`src/hdl/nvm_slot_image_validator_core_defines.svh`:
```
// assertion macros used by the validator check stage
`ifndef NVM_SLOT_IMAGE_VALIDATOR_CORE_DEFINES_SVH
`define NVM_SLOT_IMAGE_VALIDATOR_CORE_DEFINES_SVH

`ifndef NO_ASSERTIONS
`define NVM_SVI_ASSERT(lbl, prop, msg) \
    lbl: assert property (@(posedge clk) disable iff (!rst_n) prop) else $error(msg);
`define NVM_SVI_ASSERT_NEXT(lbl, pre, post, msg) \
    lbl: assert property (@(posedge clk) disable iff (!rst_n) (pre) |=> (post)) else $error(msg);
`else
`define NVM_SVI_ASSERT(lbl, prop, msg)
`define NVM_SVI_ASSERT_NEXT(lbl, pre, post, msg)
`endif

`endif

```
`src/hdl/nvm_svi_pkg.sv`:
```
`timescale 1ns / 1ps

package nvm_svi_pkg;

    localparam int PAYLOAD_BYTES = 120;
    localparam int HEADER_BYTES  = 12;

    localparam logic [7:0]  SLOT_BYTES    = 8'(HEADER_BYTES + PAYLOAD_BYTES);
    localparam logic [7:0]  HDR_END       = 8'(HEADER_BYTES);
    localparam logic [15:0] PAYLOAD_LEN   = 16'(PAYLOAD_BYTES);
    localparam logic [7:0]  POS_MAGIC_END = 8'd4;
    localparam logic [7:0]  POS_VER_LO    = 8'd4;
    localparam logic [7:0]  POS_VER_HI    = 8'd5;
    localparam logic [7:0]  POS_SEQ_LO    = 8'd6;
    localparam logic [7:0]  POS_SEQ_HI    = 8'd7;
    localparam logic [7:0]  POS_CRC_LO    = 8'd8;
    localparam logic [7:0]  POS_CRC_HI    = 8'd9;
    localparam logic [7:0]  POS_LEN_LO    = 8'd10;
    localparam logic [7:0]  POS_LEN_HI    = 8'd11;
    localparam logic [7:0]  POS_MAX       = 8'hFF;

    localparam logic [15:0] CRC_POLY = 16'h1021;
    localparam logic [15:0] CRC_INIT = 16'hFFFF;
    localparam logic [15:0] SEQ_HALF = 16'h8000;

    localparam logic [7:0]  RST_SLOT_COUNT = 8'd2;
    localparam logic [31:0] RST_MAGIC      = 32'd0;
    localparam logic [15:0] RST_VERSION    = 16'd3;

    typedef enum logic [1:0] {
        CMD_BYTE   = 2'd0,
        CMD_UNREAD = 2'd1,
        CMD_SCAN   = 2'd2
    } cmd_t;

    typedef enum logic [1:0] {
        CFG_SLOT_COUNT = 2'd0,
        CFG_MAGIC      = 2'd1,
        CFG_VERSION    = 2'd2
    } cfg_reg_t;

    typedef enum logic [2:0] {
        RSN_OK         = 3'd0,
        RSN_UNREADABLE = 3'd1,
        RSN_MAGIC      = 3'd2,
        RSN_VERSION    = 3'd3,
        RSN_LENGTH     = 3'd4,
        RSN_CRC        = 3'd5,
        RSN_COUNT      = 3'd6,
        RSN_BEYOND     = 3'd7
    } reason_t;

    typedef struct packed {
        logic [1:0] cmd;
        logic [7:0] data_byte;
        logic       last_in_slot;
    } item_t;

    typedef struct packed {
        logic [15:0] next_sequence;
        logic [7:0]  next_write_slot;
        logic [15:0] best_sequence;
        logic [7:0]  best_slot;
        logic        best_found;
        logic [15:0] slot_sequence;
        logic [2:0]  reject_reason;
        logic        slot_valid;
        logic [7:0]  slot_index;
    } result_t;

    function automatic logic [15:0] crc_byte(input logic [15:0] crc, input logic [7:0] b);
        logic [15:0] c;
        c = crc ^ {b, 8'h00};
        for (int k = 0; k < 8; k++) begin
            if (c[15])
                c = {c[14:0], 1'b0} ^ CRC_POLY;
            else
                c = {c[14:0], 1'b0};
        end
        return c;
    endfunction

    function automatic logic seq_newer(input logic [15:0] a, input logic [15:0] b);
        logic [15:0] d;
        d = a - b;
        return (d != 16'd0) && (d < SEQ_HALF);
    endfunction

endpackage

```
`src/hdl/nvm_svi_in_stage.sv`:
```
`timescale 1ns / 1ps

module nvm_svi_in_stage
(
    input  logic                clk,
    input  logic                rst_n,
    input  logic                in_valid,
    output logic                in_ready,
    input  nvm_svi_pkg::item_t  in_item,
    input  logic                take,
    output logic                item_valid,
    output nvm_svi_pkg::item_t  item
);
    import nvm_svi_pkg::*;

    logic  valid_reg;
    logic  valid_next;
    item_t item_reg;
    logic  accept;

    assign in_ready   = !valid_reg || take;
    assign accept     = in_valid && in_ready;
    assign item_valid = valid_reg;
    assign item       = item_reg;

    always_comb
    begin
        valid_next = valid_reg;
        if (accept)
            valid_next = 1'b1;
        else if (take)
            valid_next = 1'b0;
    end

    always_ff @(posedge clk or negedge rst_n)
    begin
        if (!rst_n)
            valid_reg <= 1'b0;
        else
            valid_reg <= valid_next;
    end

    always_ff @(posedge clk)
    begin
        if (accept)
            item_reg <= in_item;
    end

endmodule

```
`src/hdl/nvm_svi_check.sv`:
```
`timescale 1ns / 1ps
`include "nvm_slot_image_validator_core_defines.svh"

module nvm_svi_check
(
    input  logic                  clk,
    input  logic                  rst_n,
    input  logic                  cfg_we,
    input  logic [1:0]            cfg_index,
    input  logic [31:0]           cfg_data,
    input  logic                  go,
    input  nvm_svi_pkg::item_t    item,
    output logic                  busy,
    output logic                  res_fire,
    output nvm_svi_pkg::result_t  res
);
    import nvm_svi_pkg::*;

    logic [7:0]  slot_count_reg;
    logic [31:0] magic_word_reg;
    logic [15:0] format_version_reg;

    logic [7:0]  byte_position_reg,   byte_position_next;
    logic [15:0] running_crc_reg,     running_crc_next;
    logic        magic_match_reg,     magic_match_next;
    logic [15:0] header_version_reg,  header_version_next;
    logic [15:0] header_sequence_reg, header_sequence_next;
    logic [15:0] header_crc_reg,      header_crc_next;
    logic [15:0] header_length_reg,   header_length_next;
    logic [7:0]  current_slot_reg,    current_slot_next;
    logic        have_best_reg,       have_best_next;
    logic [7:0]  newest_slot_reg,     newest_slot_next;
    logic [15:0] newest_sequence_reg, newest_sequence_next;

    logic        rem_busy_reg,        rem_busy_next;
    logic [2:0]  rem_step_reg,        rem_step_next;
    logic [8:0]  rem_acc_reg,         rem_acc_next;
    logic [7:0]  rem_num_reg,         rem_num_next;
    logic [7:0]  next_slot_reg,       next_slot_next;

    logic [7:0]  pos;
    logic [7:0]  b;
    logic        tk_magic;
    logic [15:0] tk_ver;
    logic [15:0] tk_seq;
    logic [15:0] tk_crc;
    logic [15:0] tk_len;
    logic [15:0] tk_run;
    logic [7:0]  tk_pos;
    logic        beyond;
    reason_t     end_reason;
    logic        best_upd;
    logic [7:0]  cur_inc;
    logic [7:0]  fresh_next_slot;
    logic [8:0]  rem_shift;
    logic [8:0]  rem_trial;

    assign pos    = byte_position_reg;
    assign b      = item.data_byte;
    assign beyond = current_slot_reg >= slot_count_reg;
    assign cur_inc = (current_slot_reg == POS_MAX) ? current_slot_reg : current_slot_reg + 8'd1;
    // fresh best sits below slot_count, so one compare replaces the remainder
    assign fresh_next_slot = (cur_inc == slot_count_reg) ? 8'd0 : cur_inc;
    assign busy = rem_busy_reg;

    // restoring remainder of newest slot plus one by slot_count, one bit per cycle
    assign rem_shift = {rem_acc_reg[7:0], rem_num_reg[rem_step_reg]};
    assign rem_trial = (rem_shift >= {1'b0, slot_count_reg}) ?
                       rem_shift - {1'b0, slot_count_reg} : rem_shift;

    always_comb
    begin
        rem_busy_next  = rem_busy_reg;
        rem_step_next  = rem_step_reg;
        rem_acc_next   = rem_acc_reg;
        rem_num_next   = rem_num_reg;
        next_slot_next = next_slot_reg;
        if (cfg_we && cfg_index == CFG_SLOT_COUNT)
        begin
            rem_busy_next = 1'b1;
            rem_step_next = 3'd7;
            rem_acc_next  = 9'd0;
            rem_num_next  = newest_slot_reg + 8'd1;
        end
        else if (rem_busy_reg)
        begin
            rem_acc_next = rem_trial;
            if (rem_step_reg == 3'd0)
            begin
                rem_busy_next  = 1'b0;
                next_slot_next = rem_trial[7:0];
            end
            else
                rem_step_next = rem_step_reg - 3'd1;
        end
        else if (best_upd)
            next_slot_next = fresh_next_slot;
    end

    // header capture and payload crc for the incoming byte
    always_comb
    begin
        tk_magic = magic_match_reg;
        tk_ver   = header_version_reg;
        tk_seq   = header_sequence_reg;
        tk_crc   = header_crc_reg;
        tk_len   = header_length_reg;
        tk_run   = running_crc_reg;
        if (pos < POS_MAGIC_END)
        begin
            if (magic_word_reg[{pos[1:0], 3'b000} +: 8] != b)
                tk_magic = 1'b0;
        end
        else if (pos == POS_VER_LO)
            tk_ver[7:0] = tk_ver[7:0] | b;
        else if (pos == POS_VER_HI)
            tk_ver[15:8] = tk_ver[15:8] | b;
        else if (pos == POS_SEQ_LO)
            tk_seq[7:0] = tk_seq[7:0] | b;
        else if (pos == POS_SEQ_HI)
            tk_seq[15:8] = tk_seq[15:8] | b;
        else if (pos == POS_CRC_LO)
            tk_crc[7:0] = tk_crc[7:0] | b;
        else if (pos == POS_CRC_HI)
            tk_crc[15:8] = tk_crc[15:8] | b;
        else if (pos == POS_LEN_LO)
            tk_len[7:0] = tk_len[7:0] | b;
        else if (pos == POS_LEN_HI)
            tk_len[15:8] = tk_len[15:8] | b;
        else if (pos >= HDR_END && pos < SLOT_BYTES)
            tk_run = crc_byte(running_crc_reg, b);
        tk_pos = (pos == POS_MAX) ? pos : pos + 8'd1;
    end

    always_comb
    begin
        if (beyond)
            end_reason = RSN_BEYOND;
        else if (!tk_magic)
            end_reason = RSN_MAGIC;
        else if (tk_ver != format_version_reg)
            end_reason = RSN_VERSION;
        else if (tk_len != PAYLOAD_LEN)
            end_reason = RSN_LENGTH;
        else if (tk_crc != tk_run)
            end_reason = RSN_CRC;
        else if (tk_pos != SLOT_BYTES)
            end_reason = RSN_COUNT;
        else
            end_reason = RSN_OK;
    end

    always_comb
    begin
        byte_position_next   = byte_position_reg;
        running_crc_next     = running_crc_reg;
        magic_match_next     = magic_match_reg;
        header_version_next  = header_version_reg;
        header_sequence_next = header_sequence_reg;
        header_crc_next      = header_crc_reg;
        header_length_next   = header_length_reg;
        current_slot_next    = current_slot_reg;
        have_best_next       = have_best_reg;
        newest_slot_next     = newest_slot_reg;
        newest_sequence_next = newest_sequence_reg;
        res_fire             = 1'b0;
        best_upd             = 1'b0;
        res.slot_index       = current_slot_reg;
        res.reject_reason    = RSN_OK;
        res.slot_sequence    = 16'd0;

        if (go)
        begin
            case (item.cmd)
                CMD_SCAN:
                begin
                    byte_position_next   = 8'd0;
                    running_crc_next     = CRC_INIT;
                    magic_match_next     = 1'b1;
                    header_version_next  = 16'd0;
                    header_sequence_next = 16'd0;
                    header_crc_next      = 16'd0;
                    header_length_next   = 16'd0;
                    current_slot_next    = 8'd0;
                    have_best_next       = 1'b0;
                    newest_slot_next     = 8'd0;
                    newest_sequence_next = 16'd0;
                end
                CMD_UNREAD:
                begin
                    res_fire             = 1'b1;
                    res.reject_reason    = beyond ? RSN_BEYOND : RSN_UNREADABLE;
                    byte_position_next   = 8'd0;
                    running_crc_next     = CRC_INIT;
                    magic_match_next     = 1'b1;
                    header_version_next  = 16'd0;
                    header_sequence_next = 16'd0;
                    header_crc_next      = 16'd0;
                    header_length_next   = 16'd0;
                    current_slot_next    = cur_inc;
                end
                CMD_BYTE:
                begin
                    if (item.last_in_slot)
                    begin
                        res_fire          = 1'b1;
                        res.reject_reason = end_reason;
                        res.slot_sequence = tk_seq;
                        best_upd = (end_reason == RSN_OK) &&
                                   (!have_best_reg || seq_newer(tk_seq, newest_sequence_reg));
                        if (best_upd)
                        begin
                            have_best_next       = 1'b1;
                            newest_slot_next     = current_slot_reg;
                            newest_sequence_next = tk_seq;
                        end
                        byte_position_next   = 8'd0;
                        running_crc_next     = CRC_INIT;
                        magic_match_next     = 1'b1;
                        header_version_next  = 16'd0;
                        header_sequence_next = 16'd0;
                        header_crc_next      = 16'd0;
                        header_length_next   = 16'd0;
                        current_slot_next    = cur_inc;
                    end
                    else
                    begin
                        byte_position_next   = tk_pos;
                        running_crc_next     = tk_run;
                        magic_match_next     = tk_magic;
                        header_version_next  = tk_ver;
                        header_sequence_next = tk_seq;
                        header_crc_next      = tk_crc;
                        header_length_next   = tk_len;
                    end
                end
                default:
                begin
                end
            endcase
        end

        res.slot_valid    = (res.reject_reason == RSN_OK);
        res.best_found    = have_best_next;
        res.best_slot     = newest_slot_next;
        res.best_sequence = newest_sequence_next;
        res.next_sequence = have_best_next ? newest_sequence_next + 16'd1 : 16'd1;
        if (!have_best_next || slot_count_reg == 8'd0)
            res.next_write_slot = 8'd0;
        else if (best_upd)
            res.next_write_slot = fresh_next_slot;
        else
            res.next_write_slot = next_slot_reg;
    end

    always_ff @(posedge clk or negedge rst_n)
    begin
        if (!rst_n)
        begin
            slot_count_reg      <= RST_SLOT_COUNT;
            magic_word_reg      <= RST_MAGIC;
            format_version_reg  <= RST_VERSION;
            byte_position_reg   <= 8'd0;
            running_crc_reg     <= CRC_INIT;
            magic_match_reg     <= 1'b1;
            header_version_reg  <= 16'd0;
            header_sequence_reg <= 16'd0;
            header_crc_reg      <= 16'd0;
            header_length_reg   <= 16'd0;
            current_slot_reg    <= 8'd0;
            have_best_reg       <= 1'b0;
            newest_slot_reg     <= 8'd0;
            newest_sequence_reg <= 16'd0;
            rem_busy_reg        <= 1'b0;
            rem_step_reg        <= 3'd0;
            rem_acc_reg         <= 9'd0;
            rem_num_reg         <= 8'd0;
            next_slot_reg       <= 8'd0;
        end
        else
        begin
            if (cfg_we)
            begin
                case (cfg_index)
                    CFG_SLOT_COUNT: slot_count_reg     <= cfg_data[7:0];
                    CFG_MAGIC:      magic_word_reg     <= cfg_data;
                    CFG_VERSION:    format_version_reg <= cfg_data[15:0];
                    default:
                    begin
                    end
                endcase
            end
            byte_position_reg   <= byte_position_next;
            running_crc_reg     <= running_crc_next;
            magic_match_reg     <= magic_match_next;
            header_version_reg  <= header_version_next;
            header_sequence_reg <= header_sequence_next;
            header_crc_reg      <= header_crc_next;
            header_length_reg   <= header_length_next;
            current_slot_reg    <= current_slot_next;
            have_best_reg       <= have_best_next;
            newest_slot_reg     <= newest_slot_next;
            newest_sequence_reg <= newest_sequence_next;
            rem_busy_reg        <= rem_busy_next;
            rem_step_reg        <= rem_step_next;
            rem_acc_reg         <= rem_acc_next;
            rem_num_reg         <= rem_num_next;
            next_slot_reg       <= next_slot_next;
        end
    end

    `NVM_SVI_ASSERT_NEXT(a_scan_clears, go && item.cmd == CMD_SCAN, !have_best_reg && current_slot_reg == 8'd0 && byte_position_reg == 8'd0, "scan did not clear state")
    `NVM_SVI_ASSERT(a_no_best_zero, !have_best_reg |-> (newest_sequence_reg == 16'd0 && newest_slot_reg == 8'd0), "best fields set without a best")
    `NVM_SVI_ASSERT_NEXT(a_valid_sets_best, res_fire && res.slot_valid, have_best_reg, "valid slot left no best")
    `NVM_SVI_ASSERT_NEXT(a_end_rewinds, res_fire, byte_position_reg == 8'd0 && running_crc_reg == CRC_INIT, "slot end did not rewind")
    `NVM_SVI_ASSERT(a_busy_blocks, !(go && rem_busy_reg), "word taken during remainder")

endmodule

```
`src/hdl/nvm_svi_out_stage.sv`:
```
`timescale 1ns / 1ps

module nvm_svi_out_stage
(
    input  logic                  clk,
    input  logic                  rst_n,
    input  logic                  load,
    input  nvm_svi_pkg::result_t  res,
    output logic                  out_valid,
    input  logic                  out_ready,
    output nvm_svi_pkg::result_t  out_res
);
    import nvm_svi_pkg::*;

    logic    valid_reg;
    logic    valid_next;
    result_t res_reg;

    assign out_valid = valid_reg;
    assign out_res   = res_reg;

    always_comb
    begin
        valid_next = valid_reg;
        if (load)
            valid_next = 1'b1;
        else if (out_ready)
            valid_next = 1'b0;
    end

    always_ff @(posedge clk or negedge rst_n)
    begin
        if (!rst_n)
            valid_reg <= 1'b0;
        else
            valid_reg <= valid_next;
    end

    always_ff @(posedge clk)
    begin
        if (load)
            res_reg <= res;
    end

endmodule

```
`src/hdl/nvm_slot_image_validator_core.sv`:
```
// slot image validator
// input stream carries one word per slot byte or command: tuser selects a
// slot byte, an unreadable slot or the start of a new scan, tdata holds the
// byte and tlast marks the final byte of a slot image
// the output stream gives one word per finished slot with its verdict, the
// best slot of the scan so far and the next slot and sequence to write
// one word is taken per cycle while the output is not stalled and no
// slot_count remainder is running; a result goes through the input register,
// then the result register; header capture, payload crc and all checks are
// done combinationally between the two registers
// when the output is stalled the result register holds and input words keep
// being accepted until the input register is full as well
// configuration is written through cfg_we / cfg_index / cfg_data while idle;
// a slot_count write holds the input register while the next write slot
// is recomputed one remainder bit per cycle
// reset clears both stream stages, sets slot_count 2, magic 0, version 3 and
// starts a fresh scan with no best slot
`timescale 1ns / 1ps

module nvm_slot_image_validator_core
(
    input  logic        clk,
    input  logic        rst_n,
    input  logic        cfg_we,
    input  logic [1:0]  cfg_index,
    input  logic [31:0] cfg_data,
    input  logic        s_axis_tvalid,
    output logic        s_axis_tready,
    input  logic [7:0]  s_axis_tdata,   // data_byte
    input  logic        s_axis_tlast,   // last_in_slot
    input  logic [1:0]  s_axis_tuser,   // cmd
    output logic        m_axis_tvalid,
    input  logic        m_axis_tready,
    // slot_index, slot_valid, reject_reason, slot_sequence, best_found,
    // best_slot, best_sequence, next_write_slot, next_sequence, zero pad
    output logic [79:0] m_axis_tdata
);
    import nvm_svi_pkg::*;

    item_t   in_item;
    item_t   item;
    logic    item_valid;
    logic    take;
    logic    busy;
    logic    res_fire;
    result_t res;
    result_t out_res;

    assign in_item.cmd          = s_axis_tuser;
    assign in_item.data_byte    = s_axis_tdata;
    assign in_item.last_in_slot = s_axis_tlast;

    assign take = item_valid && !busy && (!m_axis_tvalid || m_axis_tready);

    nvm_svi_in_stage u_in
    (
        .clk        (clk),
        .rst_n      (rst_n),
        .in_valid   (s_axis_tvalid),
        .in_ready   (s_axis_tready),
        .in_item    (in_item),
        .take       (take),
        .item_valid (item_valid),
        .item       (item)
    );

    nvm_svi_check u_check
    (
        .clk       (clk),
        .rst_n     (rst_n),
        .cfg_we    (cfg_we),
        .cfg_index (cfg_index),
        .cfg_data  (cfg_data),
        .go        (take),
        .item      (item),
        .busy      (busy),
        .res_fire  (res_fire),
        .res       (res)
    );

    nvm_svi_out_stage u_out
    (
        .clk       (clk),
        .rst_n     (rst_n),
        .load      (res_fire),
        .res       (res),
        .out_valid (m_axis_tvalid),
        .out_ready (m_axis_tready),
        .out_res   (out_res)
    );

    assign m_axis_tdata[7:0]   = out_res.slot_index;
    assign m_axis_tdata[8]     = out_res.slot_valid;
    assign m_axis_tdata[11:9]  = out_res.reject_reason;
    assign m_axis_tdata[27:12] = out_res.slot_sequence;
    assign m_axis_tdata[28]    = out_res.best_found;
    assign m_axis_tdata[36:29] = out_res.best_slot;
    assign m_axis_tdata[52:37] = out_res.best_sequence;
    assign m_axis_tdata[60:53] = out_res.next_write_slot;
    assign m_axis_tdata[76:61] = out_res.next_sequence;
    assign m_axis_tdata[79:77] = 3'd0;

endmodule

```
`config.mk`:
```
export PLATFORM = sky130hd
export DESIGN_NAME = nvm_slot_image_validator_core
export DESIGN_NICKNAME = d
export VERILOG_FILES = /design/src/hdl/nvm_svi_pkg.sv /design/src/hdl/nvm_svi_in_stage.sv /design/src/hdl/nvm_svi_check.sv /design/src/hdl/nvm_svi_out_stage.sv /design/src/hdl/nvm_slot_image_validator_core.sv
export VERILOG_INCLUDE_DIRS = /design/src /design/src/hdl
export SDC_FILE = /design/constraint.sdc
export NUM_CORES = 1
export LEC_CHECK = 0
export BUFFER_PORTS_ARGS = -buffer_cell sky130_fd_sc_hd__buf_2
export CAP_MARGIN = 30
export CORE_MARGIN = 10
export CORE_UTILIZATION = 30
export DETAILED_ROUTE_END_ITERATION = 6
export MAX_ROUTING_LAYER = met4
export SLEW_MARGIN = 15
export SYNTH_ARGS = -nofsm -noshare
export SYNTH_HDL_FRONTEND = slang
export SYNTH_SLANG_ARGS = --single-unit
```
`constraint.sdc`:
```
create_clock -name clk -period 13.7 [get_ports clk]
set_input_delay 0 -clock clk [delete_from_list [all_inputs] [get_ports clk]]
set_output_delay 0 -clock clk [all_outputs]
set_load 0.05 [all_outputs]
```
Word level (Yosys, flattened, before mapping)
Index checks and enable logic that the tools add are counted.

word-level totals
  flip-flop bits (word level) = 296
  output and inout bits = 82
  logic and storage cells = 309

cells by class
  add/subtract/negate cells = 7
  $lt $le $gt $ge = 7
  equality and inequality tests = 23
  shift operators = 1
  mux-type cells = 183
  bitwise operators = 18
  reduce and logical (&&, ||, !) cells = 37

operator list
  kind                   count
  $mux 16                104
  $mux 8                 26
  $pmux 16 s2            6
  $mux 13                8
  $or 8x8->8             8
  $mux 3                 11
  $eq 8x3->1 const B     4
  $eq 8x4->1 const B     4
  $ne 16x16->1           2
  $pmux 8 s2             2
  $shiftx 32x6->8        1
  $add 8x1->8 const B    3
  $not 3->3              8
  $pmux 8 s3             1
  $mux 1                 19
  $mux 19                1
  $add 16x1->16 const B  1
  $eq 8x8->1 const B     2
  $lt 16x16->1 const B   1
  $ne 16x7->1 const B    1
  $reduce_bool 16->1     1
  $sub 16x16->16         1
  $xor 16x16->16         1
  $reduce_and 2->1       6
  other kinds (29)       54

Longest topological paths before layout
Gate-level depths: netlist of run 1.

  depth after elaboration = 111
  depth in mapped cells = 25
  mapped depth without buffers = 21

By module
From an unflattened synthesis of run 1, not the netlist that was laid out.

unflattened totals
  cells, all modules = 1,573
  area, all modules = 16,303.1 um2

modules (own cells, without submodules)
  module                         instances  cells each  area an instance (um2)  seq. area each (um2)
  nvm_svi_check                  1          1,472       13,518.0                5,180.0
  nvm_svi_out_stage              1          80          2,348.5                 2,337.2
  nvm_svi_in_stage               1          15          384.1                   355.3
  nvm_slot_image_validator_core  1          6           52.6                    0.0

Worst setup path before layout of run 1
OpenSTA, ideal clock, no wires.

  path kind = register to register
  start = reg u_check.byte_position_reg[7]
  end = reg u_out.res_reg (netlist bit u_out.out_res[73]) (data pin)
  setup time = 0.260 ns
  data arrival time = 5.874 ns
  slack = 7.566 ns
  stages on the path, launching flop included = 24
  path buffers = 5
  period minus slack after synthesis = 6.134 ns
  path through = dfrtp_1 -> clkbuf_1 -> nor4b_1 -> clkbuf_1 -> clkbuf_1 -> and3_1 -> clkbuf_1 -> a21oi_1 -> ha_1 -> inv_1 -> fa_1 -> nand4b_1 -> or4_1 -> or3_1 -> nor4_1 -> nand4_1 -> o21ai_1 -> clkbuf_1 -> o211ai_1 -> o311ai_2 -> ha_1 -> o21ai_1 -> nor4b_2 -> mux2_2

RTL lines
  item                    line                     source
  from (decl)             nvm_svi_check.sv:23      logic [7:0] byte_position_reg, byte_position_next;
  from (signal assigned)  nvm_svi_check.sv:293     byte_position_reg <= byte_position_next;
  to (signal assigned)    nvm_svi_out_stage.sv:42  res_reg <= res;
  to (decl)               nvm_svi_out_stage.sv:17  result_t res_reg;

==> summary.md, run 1 <==
The startpoint identified for the worst register-to-register timing path is u_check.byte_position_reg[0]. During I/O placement, the number of pins put on the boundary was 132. The synthesized design contains 296 register bits. The flow ran to the end, and the final reports show no timing, DRC or antenna violations. Summed over all layers, the routed wires come to 45.6 mm.

For the final clock skew, the log shows 0.0340 ns. Setup repair after global routing left no endpoint under its margin. The row count came out at 84. The tools report the via count of the first global-routing pass as 12,400.

At the end of routability-driven placement, the weighted congestion stood at 0.924. For the placeable core region, the log shows 0.0526 mm². In the synthesized netlist the dominant register cell turns out to be sky130_fd_sc_hd__dfrtp_1. The run gives 2.71 mm as the length of routed met3 wiring.

The pin count of the biggest net entering global routing is 104. Measured along the y axis, the die boundary spans 250 µm. At the worst endpoint, the required time is 14.00 ns. Global routing consumed, over all layers together, 14.7% of the routing resources.

For the final routed database, the setup TNS stands at 0 ns. In the synthesized netlist, the number of instances is 1,504. After detailed routing, the average wire length per cell comes to 19.1 µm. The run gives 1,758 as the net count reported at finish. End point of the most critical hold path: u_check.rem_step_reg[0]. Dividing the final minimum period by the clock period gives 53.1%. The path class of the tightest hold or removal check is input pin to flop. The wire length of the first global-routing pass is 72.5 mm. Number of flops mapped to enable cells by yosys: 88. The tools report the sum of overflow across all layers after global routing as 0. Highest routing layer actually used: met4.

The signal on the critical path passes through inv_1, ha_1, nor3b_1, and3_1, a21oi_1, ha_1, inv_1, fa_1, xnor2_1, o221ai_1, or4_1, or3_1, nor4_1, nand4_1, o21ai_1, buf_4, o211ai_1, o311ai_2, ha_1, o21ai_1, nor4b_2, mux2_2. The tools report the final count of negative-setup-slack endpoints as 0. The source of the worst hold timing path was cfg_index[0].

Count of cells along the worst hold path: 3. For the relative slew slack, the log shows 37.1%. Hold timing on the final database bottoms out at a slack of 0.128 ns. The number of hold buffers added after CTS was 61. The tools report the post-CTS resize count as 0.

STA puts the critical path data arrival time at 7.58 ns. The share of synthesized registers carrying an async set or reset was 70.3%; the number of buffers added by the clock tree synthesis step was 35. The number of library cell types mapped by synthesis was 91. In this design, the stage delay of the slowest critical-path cell is 0.87 ns. The die is 250 µm wide. The number of maximum-capacitance constraint violations is 0, and the maximum net fanout on the critical path is 15. In the final routing, the length of wire on met1 measures 21.1 mm. The fraction of layout instances using a drive strength above 1 works out to 20.6%. The logs give 0.0960 mV for the maximum vdd ir drop and 6.43 ns for the setup slack on the worst flop-to-flop path. For the pin with the worst max-slew slack, the measured transition is 0.943 ns. For this run, the number of Yosys warnings is 0. The initial antenna violation count came out at 0.

The routed layout has 12,300 vias. The highest attainable clock frequency came out at 0.137 GHz. The number of buffers on the longest clock path is 3, and the number of flip-flops under the largest register name is 77. The endpoint identified for the worst register-to-register timing path is u_out.out_res[73]. The CTS sink count came out at 296. The worst setup path is captured at a flop. The setup path with the least slack is of type flop to flop. 0 antenna diodes ended up in the layout. The most numerous cell type found on the critical path is sky130_fd_sc_hd__ha_1. The leakage dissipation was 7.90 nW; the area growth from synthesis to layout was 19.7%.

The HPWL after detailed placement is 32.1 mm. The slowest stage of the critical path belongs to the cell sky130_fd_sc_hd__dfrtp_1. TritonCTS built the clock tree. The power per standard cell area was 167 mW/mm². The critical path crosses 22 cells after its start point. The clock period minus worst slack is 7.27 ns. The die covers 0.0626 mm². The count of final max-slew check failures is 0. The count of final hold-check violations was 0.

After detailed routing, the number of remaining DRC violations is 0. The tree is rooted in a sky130_fd_sc_hd__clkbuf_16. Clock latency on the worst-skew pair, taken at its later pin, is 0.55 ns. The run gives 0 as the total setup buffers inserted after CTS. The number of buffers and inverters on the critical path is 3.

The H-tree was split into 2 levels. Once the floorplan was initialized, standard cells occupied 30.2% of the core. The wire length on met2 is 21.1 mm, and the count of fill cells added during filler insertion is 5,237. The sequential fraction of the synthesis area is 49.5%, and the number of DRC violations after detailed-routing iteration 0 is 908.

The post-CTS clock slew at the launch and capture registers of the worst setup and hold paths works out to 0.06 ns. Averaged over all synthesized cells, the footprint is 10.6 µm². The worst reg2reg path depth is 22, and the count of port buffers added during placement is 128. For this run, the detailed router's first-pass iteration total came to 7. Once detail routing completed, the nets flagged for antenna violations numbered 0. Dividing the detail-routed via count by the number of cells gives 5.15. The mapped netlist covers 0.0159 mm². On the critical path the largest part of the delay comes from simple AND/OR/NAND/NOR gates. The tools report the nature of the critical path startpoint as a flop.
[tightest hold or removal path, delay by kind of cell]
family,cells,cell delay (ns)
and+or+nand+nor,2,0.51
buffers and inverters,1,0.11
[routing by layer]
| metal | vias up | global-route usage (%) |
|---|---|---|
| met3 | 47 | 2.85 |
| met4 | 0 | 3.03 |
| met5 | - | - |
| li1 | 5786 | - |
| met2 | 329 | 23.0 |
| met1 | 6091 | 19.5 |
[worst max-delay path by stage]
stage	startpoint	to
2_1_floorplan	u_check.byte_position_reg[7]	u_out.out_res[73]
3_3_place_gp	u_check.byte_position_reg[0]	u_out.out_res[73]
3_5_place_dp	u_check.byte_position_reg[0]	u_out.out_res[73]
4_1_cts	u_check.byte_position_reg[0]	u_out.out_res[73]
5_1_grt	u_check.byte_position_reg[0]	u_out.out_res[73]
6_report	u_check.byte_position_reg[0]	u_out.out_res[73]
[cell usage in the layout, fill, tap and decap left out, drive strengths merged, types with 8 or more instances in the layout]
cell type / instances
and3: 15
nand3: 22
o311ai: 13
ha: 40
mux2: 60
xor2: 29
nor3: 16
clkinv: 17
a22oi: 11
xnor2: 66
nor4: 25
o21ai: 68
mux4: 10
mux2i: 26
clkbuf: 45
a21oi: 123
a21o: 8
nor2: 145
buf: 158
o211ai: 25
dlygate4sd3: 61
a22o: 9
nor3b: 8
nand4: 26
dfrtp: 188
a31oi: 40
inv: 65
dfstp: 20
o22a: 10
edfxtp: 88
nand2: 110
nand2b: 22
and2: 8
[where the power goes]
group / internal, mW / switching, mW / leakage (nW)
Combinational: 0.408 / 0.697 / 3.89
Clock: 0.507 / 0.384 / 0.543
Sequential: 1.06 / 0.111 / 3.46
Total: 1.98 / 1.19 / 7.90
[through the flow]
stage	power, mW	util, %	worst slack, ns	instance area, µm²	instances
2_1_floorplan	1.97	-	7.57	15900	1506
3_3_place_gp	2.23	32.8	6.44	17200	2248
3_5_place_dp	2.25	32.8	6.22	17200	2249
4_1_cts	3.18	36.0	6.17	18900	2374
5_1_grt	3.36	36.2	5.88	19000	2381
6_report	3.17	36.2	6.43	19000	2381
[kinds of logic (layout without fill, tap and decap cells)]
logic type,count (synthesis),count (layout),share of synthesized area [%]
AO/OA/AOI/OAI,370,370,15.8
XOR/XNOR,100,100,5.95
adder cells (fa/ha/maj),42,42,3.40
buffers and inverters,164,351,4.16
flip-flops,296,296,49.5
multiplexers,96,96,7.30
other,1,3,0.0236
AND/OR/NAND/NOR,435,435,13.9
[cell usage after synthesis, drive strengths merged, types with 26 or more instances]
cell type	number	area share (%)
dfrtp	188	30
mux2	60	4.3
edfxtp	88	17
ha	40	3.1
a31oi	40	1.6
nand2	110	2.6
a21oi	123	3.9
xor2	29	1.6
clkbuf	77	1.8
mux2i	26	1.6
nand4	26	1.2
inv	63	1.5
xnor2	66	3.6
o21ai	68	2.1
nor2	145	3.4
[cell type report]
type,count,area [µm²],area share [%]
clock buffers,42,965,5.07
clock inverters,22,135,0.710
inverters,64,241,1.27
multi-input cells,1046,7400,38.9
flip-flops and latches,296,7870,41.4
well taps,688,861,4.53
repair buffers,223,1550,8.15
Note: power is estimated with default switching activity, not from simulation.
==> inputs of run 2 (changes only) <==
==> constraint.sdc (replaced) <==
create_clock -name clk -period 6.7 [get_ports clk]
set_input_delay 0 -clock clk [delete_from_list [all_inputs] [get_ports clk]]
set_output_delay 0 -clock clk [all_outputs]
set_load 0.05 [all_outputs]
==> run 2 against run 1 <==
  * First-iteration DRC count is 10% higher
  * Die area stayed put
  * Clock-buffer cell count stayed put
==> summary.md, run 2 (same netlist as run 1, synthesis figures left out) <==
The flow ran to the end, and the final reports show no timing, DRC or antenna violations. The run gives 22.7% (was 23.0%) as the met2 track demand over resource in global routing. The fraction of layout instances using a drive strength above 1 is 21.2% (was 20.6%). The area growth from synthesis to layout is 20.5% (was 19.7%). Setup repair after global routing left no endpoint under its margin. The run gives 296 (unchanged) as the CTS sink count. The via count of the first global-routing pass is 12,600 (was 12,400), and the clock period minus worst slack is 6.28 ns (was 7.27 ns). The count of fill cells added during filler insertion was 5,214 (was 5,237). The logs give 132 (unchanged) for the top-level port count and 0.0526 mm² (unchanged) for the placeable core region. The run gives 0 (unchanged) as the sum of overflow across all layers after global routing. The routed wirelength normalized by instance count was 19.4 µm (was 19.1 µm); the vias per cell was 5.18 (was 5.15). The worst hold-check slack was 0.110 ns (was 0.128 ns); the detailed-routing iteration count for the pre-antenna-repair pass was 5 (was 7). The routing layer with the top usage in global route is met2 (unchanged).

The type of the worst setup path was flop to flop (unchanged). For the net count reported at finish, the log shows 1,764 (was 1,758). The number of maximum-capacitance constraint violations came out at 0 (unchanged).

Kind of end point of the critical path: a flop (unchanged). Worst hold path class: input pin to asynchronous set/reset pin (was input pin to flop). For the global routing usage on met3, the log shows 3.27% (was 2.85%).

The worst reg2reg path depth was 20 (was 22). The tools report the cell count after placement as 2,265 (was 2,249). The starting density of the core is 30.2% (unchanged).

Origin of the worst setup path: u_check.byte_position_reg[1] (was u_check.byte_position_reg[0]). The half-perimeter wire length after detailed placement was 33.7 mm (was 32.1 mm). The ratio of final minimum period to clock period is 93.7% (was 53.1%). Commonest non-fill, non-tap cells in the layout: sky130_fd_sc_hd__dfrtp_1, sky130_fd_sc_hd__nor2_1, sky130_fd_sc_hd__buf_2 (unchanged). The tools report the start of the worst register-to-register path as u_check.byte_position_reg[1] (was u_check.byte_position_reg[0]). The critical path's largest stage delay is 0.51 ns (was 0.87 ns), and the post-CTS clock slew at the launch and capture registers of the worst setup and hold paths is 0.06 ns (about the same). The number of buffers added by the clock tree synthesis step was 35 (unchanged); the overall global routing resource usage was 14.8% (was 14.7%). The most frequent cell on the critical path is sky130_fd_sc_hd__ha_1 (unchanged). The tools report the final count of negative-setup-slack endpoints as 0 (unchanged).

TritonCTS built the clock tree. The count of final hold-check violations came out at 0 (unchanged). Relative slew slack: 34.9% (was 37.1%). Nature of the critical path startpoint: a flop (unchanged). The family of cells with the greatest summed delay on the critical path was simple AND/OR/NAND/NOR gates (unchanged). The root buffer selected by CTS is sky130_fd_sc_hd__clkbuf_16 (unchanged). The power per standard cell area came out at 348 mW/mm² (was 167 mW/mm²). The logs give 0 (unchanged) for the initial antenna violation count and 0.42 ns (was 6.43 ns) for the setup slack on the worst flop-to-flop path. The number of buffers and inverters on the critical path works out to 2 (was 3). The critical path depth is 20 (was 22), and the horizontal die dimension is 250 µm (unchanged). The tools report the count of final max-slew check failures as 0 (unchanged). The area of the die is 0.0626 mm² (unchanged), and the maximum vdd ir drop is 0.143 mV (was 0.0960 mV). The total number of vias is 12,400 (was 12,300). For the number of DRC violations after detailed-routing iteration 0, the log shows 1,002 (was 908). The logs give 73.0 mm (was 72.5 mm) for the wire length of the first global-routing pass and 0.56 ns (was 0.55 ns) for the insertion delay to the later sink of the worst-skew pair.

The run gives 0.0276 ns (was 0.0340 ns) as the final clock skew. The leading cell type in the layout, fill and taps excluded is sky130_fd_sc_hd__dfrtp_1 (unchanged). The logs give 3 (unchanged) for the number of buffers on the longest clock path and 0 (unchanged) for the number of antenna diodes.

The highest attainable clock frequency is 0.159 GHz (was 0.137 GHz), and the maximum net fanout on the critical path is 11 (was 15). Count of port buffers added during placement: 128 (unchanged). Ordered list of cells on the worst path: inv_1, ha_1, nor3b_1, and3_1, a21oi_1, inv_1, ha_1, a211o_1, a21oi_1, nor4bb_1, or3_1, nor4_1, nand4_1, o2111ai_1, or3_1, o311ai_2, ha_1, o21ai_1, nor4b_2, mux2_2 (was inv_1, ha_1, nor3b_1, and3_1, a21oi_1, ha_1, inv_1, fa_1, xnor2_1, o221ai_1, or4_1, or3_1, nor4_1, nand4_1, o21ai_1, buf_4, o211ai_1, o311ai_2, ha_1, o21ai_1, nor4b_2, mux2_2). The slew of the pin with the lowest slew margin came out at 0.976 ns (was 0.943 ns). The logs give 36.5% (was 36.2%) for the utilization of the core after routing and 84 (unchanged) for the row count.

The run gives 0 ns (unchanged) as the final-layout setup total negative slack. The overall die height is 250 µm (unchanged). The tools report the worst setup path endpoint as u_out.out_res[73] (unchanged).

The leakage dissipation is 7.98 nW (was 7.90 nW). The run gives 6.57 ns (was 7.58 ns) as the arrival time reported for the critical path endpoint. End of the worst register-to-register path: u_out.out_res[73] (unchanged).

The final weighted congestion in routability-driven placement came out at 0.931 (was 0.924). The logs give 19.5% (about the same) for the fraction of met1 tracks used by global routing and 2 (unchanged) for the maximum level of the CTS H-tree. Number of flip-flops under the largest register name: 77 (unchanged).

The data required time of the critical path came out at 6.99 ns (was 14.00 ns). The number of nets with antenna violations after routing came out at 0 (unchanged). The critical path's slowest cell is sky130_fd_sc_hd__dfrtp_1 (unchanged). The tools report the pin count of the biggest net entering global routing as 84 (was 104).

The remaining design rule violation count came out at 0 (unchanged). The number of standard cells in the final layout excluding fillers is 2,387 (was 2,381), and the post-detailed-routing wire length is 46.2 mm (was 45.6 mm).
-- run 2: changes by cell type in the layout (fill, tap and decap cells not counted), sizes merged --
cell           previous run  this run
clkbuf                   45        44
buf                     158       172
clkinv                   17        12
dlygate4sd3              61        55
bufinv                    0         5
clkdlybuf4s15             1         0
-- run 2: metal layers --
layer  vias to the layer above  wire length [µm]  part of all wire, %
li1                       5793                 -                    -
met1                      6076             21200                   46
met2                       417             21000                   46
met3                        79              2940                  6.4
met4                         0              1080                  2.3
met5                         -                 0                    0
-- run 2: worst min path at each step --
stage / startpoint / end / slack [ns] / depth (start not counted)
final: rst_n / u_check.header_crc_reg[5] / 0.11 / 2
after global routing: s_axis_tdata[7] / u_in.item[8] / 0.16 / 2
after CTS: cfg_index[0] / u_check.rem_step_reg[0] / 0.11 / 3
after detailed placement: rst_n / u_check.header_crc_reg[3] / 0.11 / 1
after global placement: rst_n / u_check.header_crc_reg[3] / 0.1 / 1
after floorplan: rst_n / u_check.busy / -0.30 / 0
-- run 2: repair_timing --
action | 4_1_cts | 5_1_grt
setup endpoints to repair | 0 | 0
gates resized for setup | 0 | 0
buffers inserted | 0 | 0
hold endpoints to repair | 155 | 0
hold buffers | 55 | 0
-- run 2: layout make-up --
cell class / count / area (µm²) / area share [%]
Sequential cell: 296 / 7870 / 41.1
Multi-Input combinational cell: 1046 / 7400 / 38.6
Timing Repair Buffer: 229 / 1590 / 8.29
Clock buffer: 42 / 922 / 4.81
Tap cell: 688 / 861 / 4.49
Clock inverter: 22 / 278 / 1.45
Inverter: 64 / 241 / 1.26
-- run 2: per-stage QoR --
step | setup WS (ns) | instance area [µm²] | total power, mW
floorplan | 0.566 | 15900 | 4.02
global placement | 0.703 | 17300 | 4.60
detailed placement | 0.516 | 17400 | 4.63
CTS | 0.454 | 19100 | 6.69
global route | 0.0556 | 19200 | 7.04
finish | 0.420 | 19200 | 6.66
-- run 2: power breakdown --
| group | internal, mW | total [mW] | switching (mW) | leakage, nW |
|---|---|---|---|---|
| combinational | 0.833 | 2.25 | 1.42 | 3.93 |
| sequential | 2.17 | 2.40 | 0.235 | 3.46 |
| clock | 1.19 | 2.01 | 0.812 | 0.584 |
